--- config.mk ---
export PLATFORM = sky130hd
export DESIGN_NAME = rect_subtract
export DESIGN_NICKNAME = d
export VERILOG_FILES = /design/src/sv/rs_pkg.sv /design/src/sv/rs_front.sv /design/src/sv/rs_queue.sv /design/src/sv/rs_back.sv /design/src/sv/rect_subtract.sv
export SDC_FILE = /design/constraint.sdc
export NUM_CORES = 2
export LEC_CHECK = 0
export BUFFER_PORTS_ARGS = -buffer_cell sky130_fd_sc_hd__buf_2
export CORE_MARGIN = 4
export CORE_UTILIZATION = 50
export CTS_CLUSTER_SIZE = 25
export DETAILED_ROUTE_END_ITERATION = 7
export GPL_ROUTABILITY_DRIVEN = 1
export PLACE_DENSITY = 0.69
export SYNTH_ARGS = -nofsm -noshare
export SYNTH_HDL_FRONTEND = slang
export SYNTH_SLANG_ARGS = --single-unit
--- constraint.sdc ---
create_clock -name i_clk -period 8.9 [get_ports i_clk]
set_input_delay 1.335 -clock i_clk [delete_from_list [all_inputs] [get_ports i_clk]]
set_output_delay 1.335 -clock i_clk [all_outputs]
set_load 0.01 [all_outputs]
--- src/sv/rs_pkg.sv ---
// Package for the rectangle subtraction block: defaults, queue depth and
// the status bundle that passes from the job queue to the piece emitter.
`default_nettype none
package rs_pkg;

    localparam int COORD_BITS_DEF = 16;
    localparam int QUEUE_DEPTH    = 4;
    localparam int NUM_PIECES     = 4;

    typedef struct packed {
        logic not_empty;
        logic no_credit;
    } t_q_status;

endpackage
`default_nettype wire

--- src/sv/rs_front.sv ---
// Front end of the rectangle subtraction block: registers the intersection
// of A and B, then forms the four candidate strips and their keep mask.
// Depends on rs_pkg.
`default_nettype none
module rs_front import rs_pkg::*; #(
    parameter int COORD_BITS = COORD_BITS_DEF,
    localparam int PW        = 4 * COORD_BITS,
    localparam int JOB_W     = NUM_PIECES * PW + NUM_PIECES
) (
    input  logic                         i_clk,
    input  logic                         i_rst_n,
    input  logic                         i_take,
    input  logic signed [COORD_BITS-1:0] i_a_x,
    input  logic signed [COORD_BITS-1:0] i_a_y,
    input  logic        [COORD_BITS-2:0] i_a_w,
    input  logic        [COORD_BITS-2:0] i_a_h,
    input  logic signed [COORD_BITS-1:0] i_b_x,
    input  logic signed [COORD_BITS-1:0] i_b_y,
    input  logic        [COORD_BITS-2:0] i_b_w,
    input  logic        [COORD_BITS-2:0] i_b_h,
    output logic                         o_push,
    output logic        [JOB_W-1:0]      o_job
);

    localparam int W = COORD_BITS + 2;

    logic signed [W-1:0] ax, ay, aw, ah, bx, by, bw, bh;
    logic signed [W-1:0] a_r, a_b, b_r, b_b;

    logic                r_v1;
    logic signed [W-1:0] r_ax, r_ay, r_aw, r_ah, r_lx, r_rx, r_ty, r_by;

    logic signed [W-1:0]    px [NUM_PIECES];
    logic signed [W-1:0]    py [NUM_PIECES];
    logic signed [W-1:0]    pw [NUM_PIECES];
    logic signed [W-1:0]    ph [NUM_PIECES];
    logic [NUM_PIECES-1:0]  keep;
    logic                   overlap;
    logic signed [W-1:0]    iw;

    always_comb begin
        ax  = {{(W-COORD_BITS){i_a_x[COORD_BITS-1]}}, i_a_x};
        ay  = {{(W-COORD_BITS){i_a_y[COORD_BITS-1]}}, i_a_y};
        bx  = {{(W-COORD_BITS){i_b_x[COORD_BITS-1]}}, i_b_x};
        by  = {{(W-COORD_BITS){i_b_y[COORD_BITS-1]}}, i_b_y};
        aw  = {{(W-COORD_BITS+1){1'b0}}, i_a_w};
        ah  = {{(W-COORD_BITS+1){1'b0}}, i_a_h};
        bw  = {{(W-COORD_BITS+1){1'b0}}, i_b_w};
        bh  = {{(W-COORD_BITS+1){1'b0}}, i_b_h};
        a_r = ax + aw - W'(1);
        a_b = ay + ah - W'(1);
        b_r = bx + bw - W'(1);
        b_b = by + bh - W'(1);
    end

    // Stage one: inclusive edges of the intersection.
    always_ff @(posedge i_clk) begin
        if (!i_rst_n) begin
            r_v1 <= 1'b0;
        end else begin
            r_v1 <= i_take;
        end
        if (i_take) begin
            r_ax <= ax;
            r_ay <= ay;
            r_aw <= aw;
            r_ah <= ah;
            r_lx <= (ax > bx) ? ax : bx;
            r_rx <= (a_r < b_r) ? a_r : b_r;
            r_ty <= (ay > by) ? ay : by;
            r_by <= (a_b < b_b) ? a_b : b_b;
        end
    end

    // Stage two: strips left, top, right, bottom; all of A if no overlap.
    always_comb begin
        overlap = (r_lx <= r_rx) && (r_ty <= r_by);
        iw      = r_rx - r_lx + W'(1);
        if (overlap) begin
            px[0] = r_ax;             py[0] = r_ay;
            pw[0] = r_lx - r_ax;      ph[0] = r_ah;
            px[1] = r_lx;             py[1] = r_ay;
            pw[1] = iw;               ph[1] = r_ty - r_ay;
            px[2] = r_rx + W'(1);     py[2] = r_ay;
            pw[2] = r_ax + r_aw - (r_rx + W'(1));
            ph[2] = r_ah;
            px[3] = r_lx;             py[3] = r_by + W'(1);
            pw[3] = iw;
            ph[3] = r_ay + r_ah - (r_by + W'(1));
        end else begin
            px[0] = r_ax;             py[0] = r_ay;
            pw[0] = r_aw;             ph[0] = r_ah;
            for (int k = 1; k < NUM_PIECES; k++) begin
                px[k] = '0;
                py[k] = '0;
                pw[k] = '0;
                ph[k] = '0;
            end
        end
        for (int k = 0; k < NUM_PIECES; k++) begin
            keep[k] = !pw[k][W-1] && (pw[k] != '0) && !ph[k][W-1] && (ph[k] != '0);
            o_job[NUM_PIECES + k*PW +: PW] = {px[k][COORD_BITS:0], py[k][COORD_BITS:0],
                                              pw[k][COORD_BITS-2:0], ph[k][COORD_BITS-2:0]};
        end
        o_job[NUM_PIECES-1:0] = keep;
    end

    assign o_push = r_v1;

endmodule
`default_nettype wire

--- src/sv/rs_queue.sv ---
// Job queue between the front end and the emitter, with a credit count
// that covers the item still in the front end. Depends on rs_pkg.
`default_nettype none
module rs_queue import rs_pkg::*; #(
    parameter int DATA_W = 8,
    parameter int DEPTH  = QUEUE_DEPTH
) (
    input  logic              i_clk,
    input  logic              i_rst_n,
    input  logic              i_take,
    input  logic              i_push,
    input  logic [DATA_W-1:0] i_data,
    input  logic              i_pop,
    output logic [DATA_W-1:0] o_data,
    output t_q_status         o_status
);

    localparam int AW = (DEPTH > 1) ? $clog2(DEPTH) : 1;
    localparam int CW = $clog2(DEPTH + 1);

    logic [DATA_W-1:0] r_mem [DEPTH];
    logic [AW-1:0]     r_wr, r_rd;
    logic [CW-1:0]     r_count, r_used;

    always_ff @(posedge i_clk) begin
        if (!i_rst_n) begin
            r_wr    <= '0;
            r_rd    <= '0;
            r_count <= '0;
            r_used  <= '0;
        end else begin
            if (i_push) begin
                r_wr <= (r_wr == AW'(DEPTH - 1)) ? '0 : r_wr + AW'(1);
            end
            if (i_pop) begin
                r_rd <= (r_rd == AW'(DEPTH - 1)) ? '0 : r_rd + AW'(1);
            end
            r_count <= r_count + CW'(i_push) - CW'(i_pop);
            r_used  <= r_used + CW'(i_take) - CW'(i_pop);
        end
        if (i_push) begin
            r_mem[r_wr] <= i_data;
        end
    end

    assign o_data             = r_mem[r_rd];
    assign o_status.not_empty = (r_count != '0);
    assign o_status.no_credit = (r_used == CW'(DEPTH));

endmodule
`default_nettype wire

--- src/sv/rs_back.sv ---
// Piece emitter: takes one job at a time from the queue and, while it holds a job,
// drives one result per cycle from its output registers. Depends on rs_pkg.
`default_nettype none
module rs_back import rs_pkg::*; #(
    parameter int COORD_BITS = COORD_BITS_DEF,
    localparam int PW        = 4 * COORD_BITS,
    localparam int JOB_W     = NUM_PIECES * PW + NUM_PIECES
) (
    input  logic                         i_clk,
    input  logic                         i_rst_n,
    input  t_q_status                    i_status,
    input  logic        [JOB_W-1:0]      i_job,
    output logic                         o_pop,
    output logic                         o_strobe,
    output logic signed [COORD_BITS:0]   o_piece_x,
    output logic signed [COORD_BITS:0]   o_piece_y,
    output logic        [COORD_BITS-2:0] o_piece_w,
    output logic        [COORD_BITS-2:0] o_piece_h,
    output logic                         o_present,
    output logic                         o_last
);

    localparam int SW = $clog2(NUM_PIECES);

    logic                         r_act;
    logic [NUM_PIECES-1:0]        r_rem;
    logic [NUM_PIECES*PW-1:0]     r_job;
    logic                         r_strobe, r_present, r_last;
    logic signed [COORD_BITS:0]   r_x, r_y;
    logic        [COORD_BITS-2:0] r_w, r_h;

    logic [SW-1:0]         sel;
    logic [PW-1:0]         piece;
    logic [NUM_PIECES-1:0] n_rem;
    logic                  fin;

    always_comb begin
        sel = '0;
        for (int k = NUM_PIECES - 1; k >= 0; k--) begin
            if (r_rem[k]) begin
                sel = SW'(k);
            end
        end
        piece = r_job[sel*PW +: PW];
        n_rem = r_rem & ~(NUM_PIECES'(1) << sel);
        fin   = r_act && (n_rem == '0);
        o_pop = i_status.not_empty && (!r_act || fin);
    end

    always_ff @(posedge i_clk) begin
        if (!i_rst_n) begin
            r_act    <= 1'b0;
            r_strobe <= 1'b0;
        end else begin
            r_strobe <= r_act;
            if (o_pop) begin
                r_act <= 1'b1;
            end else if (fin) begin
                r_act <= 1'b0;
            end
        end
        if (o_pop) begin
            r_rem <= i_job[NUM_PIECES-1:0];
            r_job <= i_job[JOB_W-1:NUM_PIECES];
        end else if (r_act) begin
            r_rem <= n_rem;
        end
        if (r_act) begin
            r_present <= (r_rem != '0);
            r_last    <= (n_rem == '0);
            if (r_rem != '0) begin
                {r_x, r_y, r_w, r_h} <= piece;
            end else begin
                {r_x, r_y, r_w, r_h} <= '0;
            end
        end
    end

    assign o_strobe  = r_strobe;
    assign o_piece_x = r_x;
    assign o_piece_y = r_y;
    assign o_piece_w = r_w;
    assign o_piece_h = r_h;
    assign o_present = r_present;
    assign o_last    = r_last;

endmodule
`default_nettype wire

--- src/sv/rect_subtract.sv ---
// Top level of the rectangle subtraction block: front end, job queue and
// piece emitter. Depends on rs_pkg, rs_front, rs_queue and rs_back.
//
//  Channel   Handshake             Payload
//  -------   -------------------   -------------------------------------------
//  command   start / busy          i_a_x i_a_y i_a_w i_a_h i_b_x i_b_y i_b_w i_b_h
//  result    o_strobe (no stall)   o_piece_x o_piece_y o_piece_w o_piece_h
//                                  o_present o_last
//
// A command transfer takes place on a rising edge where start is high and busy is low.
// Each command gives one to four results, one per clock cycle; the emitter starts the
// next job with no gap when one waits in the queue.
// A command passes the front-end registers, the job queue and the emitter in order.
// Reset is synchronous and active low; it empties the queue and clears the strobe.
// Busy rises only when QDEPTH commands are held between the ports and not yet started
// by the emitter; the receiver cannot stall, so results never wait.
`default_nettype none
module rect_subtract import rs_pkg::*; #(
    parameter int COORD_BITS = COORD_BITS_DEF,
    parameter int QDEPTH     = QUEUE_DEPTH
) (
    input  logic                         i_clk,
    input  logic                         i_rst_n,
    input  logic                         start,
    output logic                         busy,
    input  logic signed [COORD_BITS-1:0] i_a_x,
    input  logic signed [COORD_BITS-1:0] i_a_y,
    input  logic        [COORD_BITS-2:0] i_a_w,
    input  logic        [COORD_BITS-2:0] i_a_h,
    input  logic signed [COORD_BITS-1:0] i_b_x,
    input  logic signed [COORD_BITS-1:0] i_b_y,
    input  logic        [COORD_BITS-2:0] i_b_w,
    input  logic        [COORD_BITS-2:0] i_b_h,
    output logic                         o_strobe,
    output logic signed [COORD_BITS:0]   o_piece_x,
    output logic signed [COORD_BITS:0]   o_piece_y,
    output logic        [COORD_BITS-2:0] o_piece_w,
    output logic        [COORD_BITS-2:0] o_piece_h,
    output logic                         o_present,
    output logic                         o_last
);

    // One job is the four candidate strips plus a mask of those worth keeping.
    localparam int JOB_W = NUM_PIECES * 4 * COORD_BITS + NUM_PIECES;

    logic             take;
    logic             push;
    logic             pop;
    logic [JOB_W-1:0] front_job;
    logic [JOB_W-1:0] head_job;
    t_q_status        q_status;

    // The credit count in the queue also covers the command in the front end,
    // so a command is only taken when a queue slot is certain to be free.
    assign busy = q_status.no_credit;
    assign take = start && !busy;

    rs_front #(
        .COORD_BITS (COORD_BITS)
    ) u_front (
        .i_clk   (i_clk),
        .i_rst_n (i_rst_n),
        .i_take  (take),
        .i_a_x   (i_a_x),
        .i_a_y   (i_a_y),
        .i_a_w   (i_a_w),
        .i_a_h   (i_a_h),
        .i_b_x   (i_b_x),
        .i_b_y   (i_b_y),
        .i_b_w   (i_b_w),
        .i_b_h   (i_b_h),
        .o_push  (push),
        .o_job   (front_job)
    );

    rs_queue #(
        .DATA_W (JOB_W),
        .DEPTH  (QDEPTH)
    ) u_queue (
        .i_clk    (i_clk),
        .i_rst_n  (i_rst_n),
        .i_take   (take),
        .i_push   (push),
        .i_data   (front_job),
        .i_pop    (pop),
        .o_data   (head_job),
        .o_status (q_status)
    );

    // The emitter loads the next job in the same cycle as it sends the last
    // piece of the current one, so results can follow each other without a gap.
    rs_back #(
        .COORD_BITS (COORD_BITS)
    ) u_back (
        .i_clk     (i_clk),
        .i_rst_n   (i_rst_n),
        .i_status  (q_status),
        .i_job     (head_job),
        .o_pop     (pop),
        .o_strobe  (o_strobe),
        .o_piece_x (o_piece_x),
        .o_piece_y (o_piece_y),
        .o_piece_w (o_piece_w),
        .o_piece_h (o_piece_h),
        .o_present (o_present),
        .o_last    (o_last)
    );

endmodule
`default_nettype wire

==> impl_metrics.toml <==
[logic_synthesis]
yosys.area_share.simple_pct = 7.45
netlist_instances = 3914
ys_types = 101
async_reset_ff_share_pct = 0
synth_compound_area_share_pct = 6.85
synth_ff_type = "edfxtp_1"
ys_seq_elements = 1246
synthXorXnorAreaFrac_pct = 3.17
syn_avg_cell_area_um2 = 15.1
synth_edf_count = 1231
synth_area_um2 = 59100
synth_top_family_by_area = "multiplexers"
ys_seq_area_share_pct = 63.1
synth_mux_area_share_pct = 10.2
yosys.area_share.adder_pct = 6.96
syn-num-nets = 4361
synth_warnings = 0

[final_layout]
nFillCells = 9078
design_area_um2 = 66100
seqCellArea_um2 = 37300
drive_gt1_share_pct = 17.2
fin_nets = 4615
synthToLayoutAreaGrowth_pct = 11.9
multi_input_area_um2 = 20500
fin_util_pct = 56.6

[die]
die_x_um = 352
core-area_um2 = 117000
die_area_um2 = 124000
io_pins = 195
initial_core_util_pct = 50.6
rows = 125
fp.dieH_um = 352

[sta]
tns_ns = 0
tightest_slew_ns = 1.17
hold_violations = 0
relSlewSlack_pct = 21.2
setup_violations = 0
fmax_mhz = 162
drv_slew = 0
rsz0062_at_grt = "false"
final.setup_skew_ns = 0.0477
min_period_over_period_pct = 69.2
fin_crit_ns = 6.15

[pwr]
ir_drop_mv = 0.230
power.leakage_uw = 0.0237
p_per_area_nw_per_um2 = 332

[critical_path]
worstReg2RegStart = "u_front.r_ah[1]"
cp.arrival_ns = 6.69
cp-startpoint = "i_a_x[0]"
cp_max_fo = 11
worstReg2RegEnd = "u_queue.r_mem[3][3]"
cp_cell_sequence = "buf_2, ha_1, inv_1, fa_1, nand2b_1, a211oi_1, nor3_1, o32ai_1, or3b_4, nor4_4, o21ai_1, a221o_1, xnor2_1, inv_1, ha_1, a211o_1, o21ai_0, a31oi_1, o31ai_1, nand2b_1, o21ai_2, buf_4, mux2i_1"
endpoint_kind = "flop"
required_ns = 9.44
ff2ff_setup_slack_ns = 2.78
path_class = "in2reg"
crit_end = "u_front.r_rx[7]"
critPathSlowestCell = "o21ai_2"
rr_worst_depth = 20
worst_setup_path_start_kind = "primary input"
slowest_delay_ns = 0.60

[place]
detailedPlacementHpwl_mm = 96.0
port_buffers = 194
gp_congestion = 0.922
place_area_um2 = 61900

[detailed_routing]
drt-total-wl_mm = 139
drt_iter0_markers = 3307
drc_errors = 0
vias_per_cell = 5.96
drt_first_pass_iters = 5
ant_nets = 0
dr_total_vias = 34500
routedWlPerCell_um = 24.1

[min_path]
min_path_cells = 2
hp-class = "reg2reg"

[run_status]
status = "completed"

[clocking]
post_cts_resized = 0
clock_sinks = 1246
worstSkewPairLatency_ns = 0.74
h-tree-depth = 4
hold_buffers = 0
clk_path_buf_depth = 3
clkTransAtPathRegs_ns = 0.06
cts_setup_buffers = 0
cts_tree = "built"
root_buffer = "clkbuf_16"
numCtsBuffers = 130

[global_routing]
grt_pass1_wl_mm = 210
grt_remaining_overflow = 0
grt_max_degree = 123
antenna_found_initial = 7
grt_pass1_vias = 33800
grt_usage_pct = 22.6

[flow_run]
drv_cap = 0
## cell families after synthesis
family	Yosys count
compound gates	594
simple gates	871
fa+ha+maj	320
buf+inv	348
xor+xnor	213
flops	1246
mux	322
## final cells by class
cell class | count | area share, %
Timing Repair Buffer | 231 | 1.93
Antenna cell | 2 | 0.00757
Multi-Input combinational cell | 2320 | 31.1
Clock buffer | 157 | 5.17
Clock inverter | 66 | 1.15
Tap cell | 1524 | 2.89
Sequential cell | 1246 | 56.4
Inverter | 239 | 1.37
## power by group
group	switching [uW]	total [uW]	internal [uW]
Clock	2240	5290	3060
Combinational	4730	7550	2820
Sequential	586	9090	8510
Total	7550	21900	14400
## metal layers
metal	global-route usage (%)	up-vias	wire length, um
li1	-	15700	-
met1	34.6	17300	63200
met2	34.5	1284	63400
met3	3.35	195	9810
met4	5.74	0	2930
met5	0	-	0
## critical path: cells and delay by family
| kind | cells | cell delay [ns] |
|---|---|---|
| XOR/XNOR | 1 | 0.20 |
| multiplexers | 1 | 0.22 |
| AND/OR/NAND/NOR | 5 | 1.09 |
| adder cells (fa/ha/maj) | 3 | 0.92 |
| AO/OA/AOI/OAI | 9 | 2.38 |
| buffers and inverters | 4 | 0.55 |
## through the flow
step / setup WS, ns / cells / total power, uW / hold WS [ns]
finish: 2.75 / 5785 / 21900 / 0.524
global route: 2.37 / 5783 / 23100 / 0.552
CTS: 2.81 / 5783 / 22100 / 0.537
detailed placement: 2.09 / 5560 / 16700 / 0.496
global placement: 2.10 / 5560 / 16600 / 0.473
floorplan: 0.160 / 3914 / 14200 / 0.467
## cells in the final DEF, fill, tap and decap left out, types with 66 or more instances in the layout
cell | synthesis | layout
clkbuf_16 | 0 | 133
buf_2 | 8 | 194
nand2_1 | 131 | 131
xnor2_1 | 149 | 149
ha_1 | 306 | 306
mux4_2 | 222 | 222
edfxtp_1 | 1231 | 1231
a21oi_1 | 156 | 156
and2_1 | 70 | 66
o21ai_0 | 94 | 94
inv_1 | 238 | 237
nor2_1 | 297 | 295
## how the worst min path moves through the flow
stage,start,endpoint,slack [ns]
final,u_queue.r_rd[1],flop,0.52
after global routing,u_queue.r_rd[1],u_queue.r_rd[1],0.55
after CTS,u_queue.r_rd[1],flop,0.54
after detailed placement,u_queue.r_rd[1],flop,0.50
after global placement,u_queue.r_rd[1],flop,0.47
after floorplan,u_queue.r_rd[1],flop,0.47
## registers in the layout, summed over array words and instances, names as in the netlist, named ones only
register	count
u_front.r_by	18
u_front.r_ax	16
u_queue.r_used	3
u_queue.r_mem	828
u_back.r_act	1
u_front.r_ay	16
u_front.o_push	1
u_back.o_last	1
u_queue.r_count	3
u_front.r_ty	16
u_front.r_lx	16
u_back.o_piece_x	17
u_queue.r_rd	2
u_back.r_job	203
u_queue.r_wr	2
u_front.r_rx	18
u_front.r_aw	15
u_front.r_ah	15
u_back.o_piece_w	15
u_back.r_rem	4
u_back.o_strobe	1
u_back.o_piece_h	15
u_back.o_piece_y	17
u_back.o_present	1
## synthesized netlist by cell type, types with 7 or more instances
master	count	area share, %
dfxtp_1	15	0.51
o21bai_1	17	0.22
nor4_1	18	0.19
xor2_1	63	0.93
mux2_2	36	0.69
or3_1	25	0.26
o2111ai_1	7	0.10
o31a_1	8	0.12
nor2_1	297	1.9
o31ai_1	19	0.24
o211ai_1	10	0.13
xnor2_1	149	2.2
mux2i_1	64	1.1
a211oi_1	51	0.65
o21ai_1	15	0.13
or2_2	10	0.11
nand3b_1	8	0.10
nor3_1	58	0.49
a21oi_1	156	1.3
a31oi_1	17	0.18
ha_1	306	6.5
inv_1	238	1.5
o21ai_0	94	0.80
fa_1	14	0.47
a21o_1	49	0.62
buf_1	32	0.20
a2111oi_0	7	0.10
a222oi_1	13	0.22
nor2b_1	40	0.42
buf_2	8	0.068
mux4_2	222	8.5
nor3b_1	10	0.13
nand3_1	63	0.53
a21boi_0	11	0.14
and2_1	70	0.74
o21a_1	35	0.44
edfxtp_1	1231	63
nand2b_1	39	0.41
and3_1	23	0.24
nand2_1	131	0.83
or4_1	9	0.11
nand4_1	37	0.39
clkbuf_1	69	0.44
No activity file was read; power rests on OpenSTA's default activity.
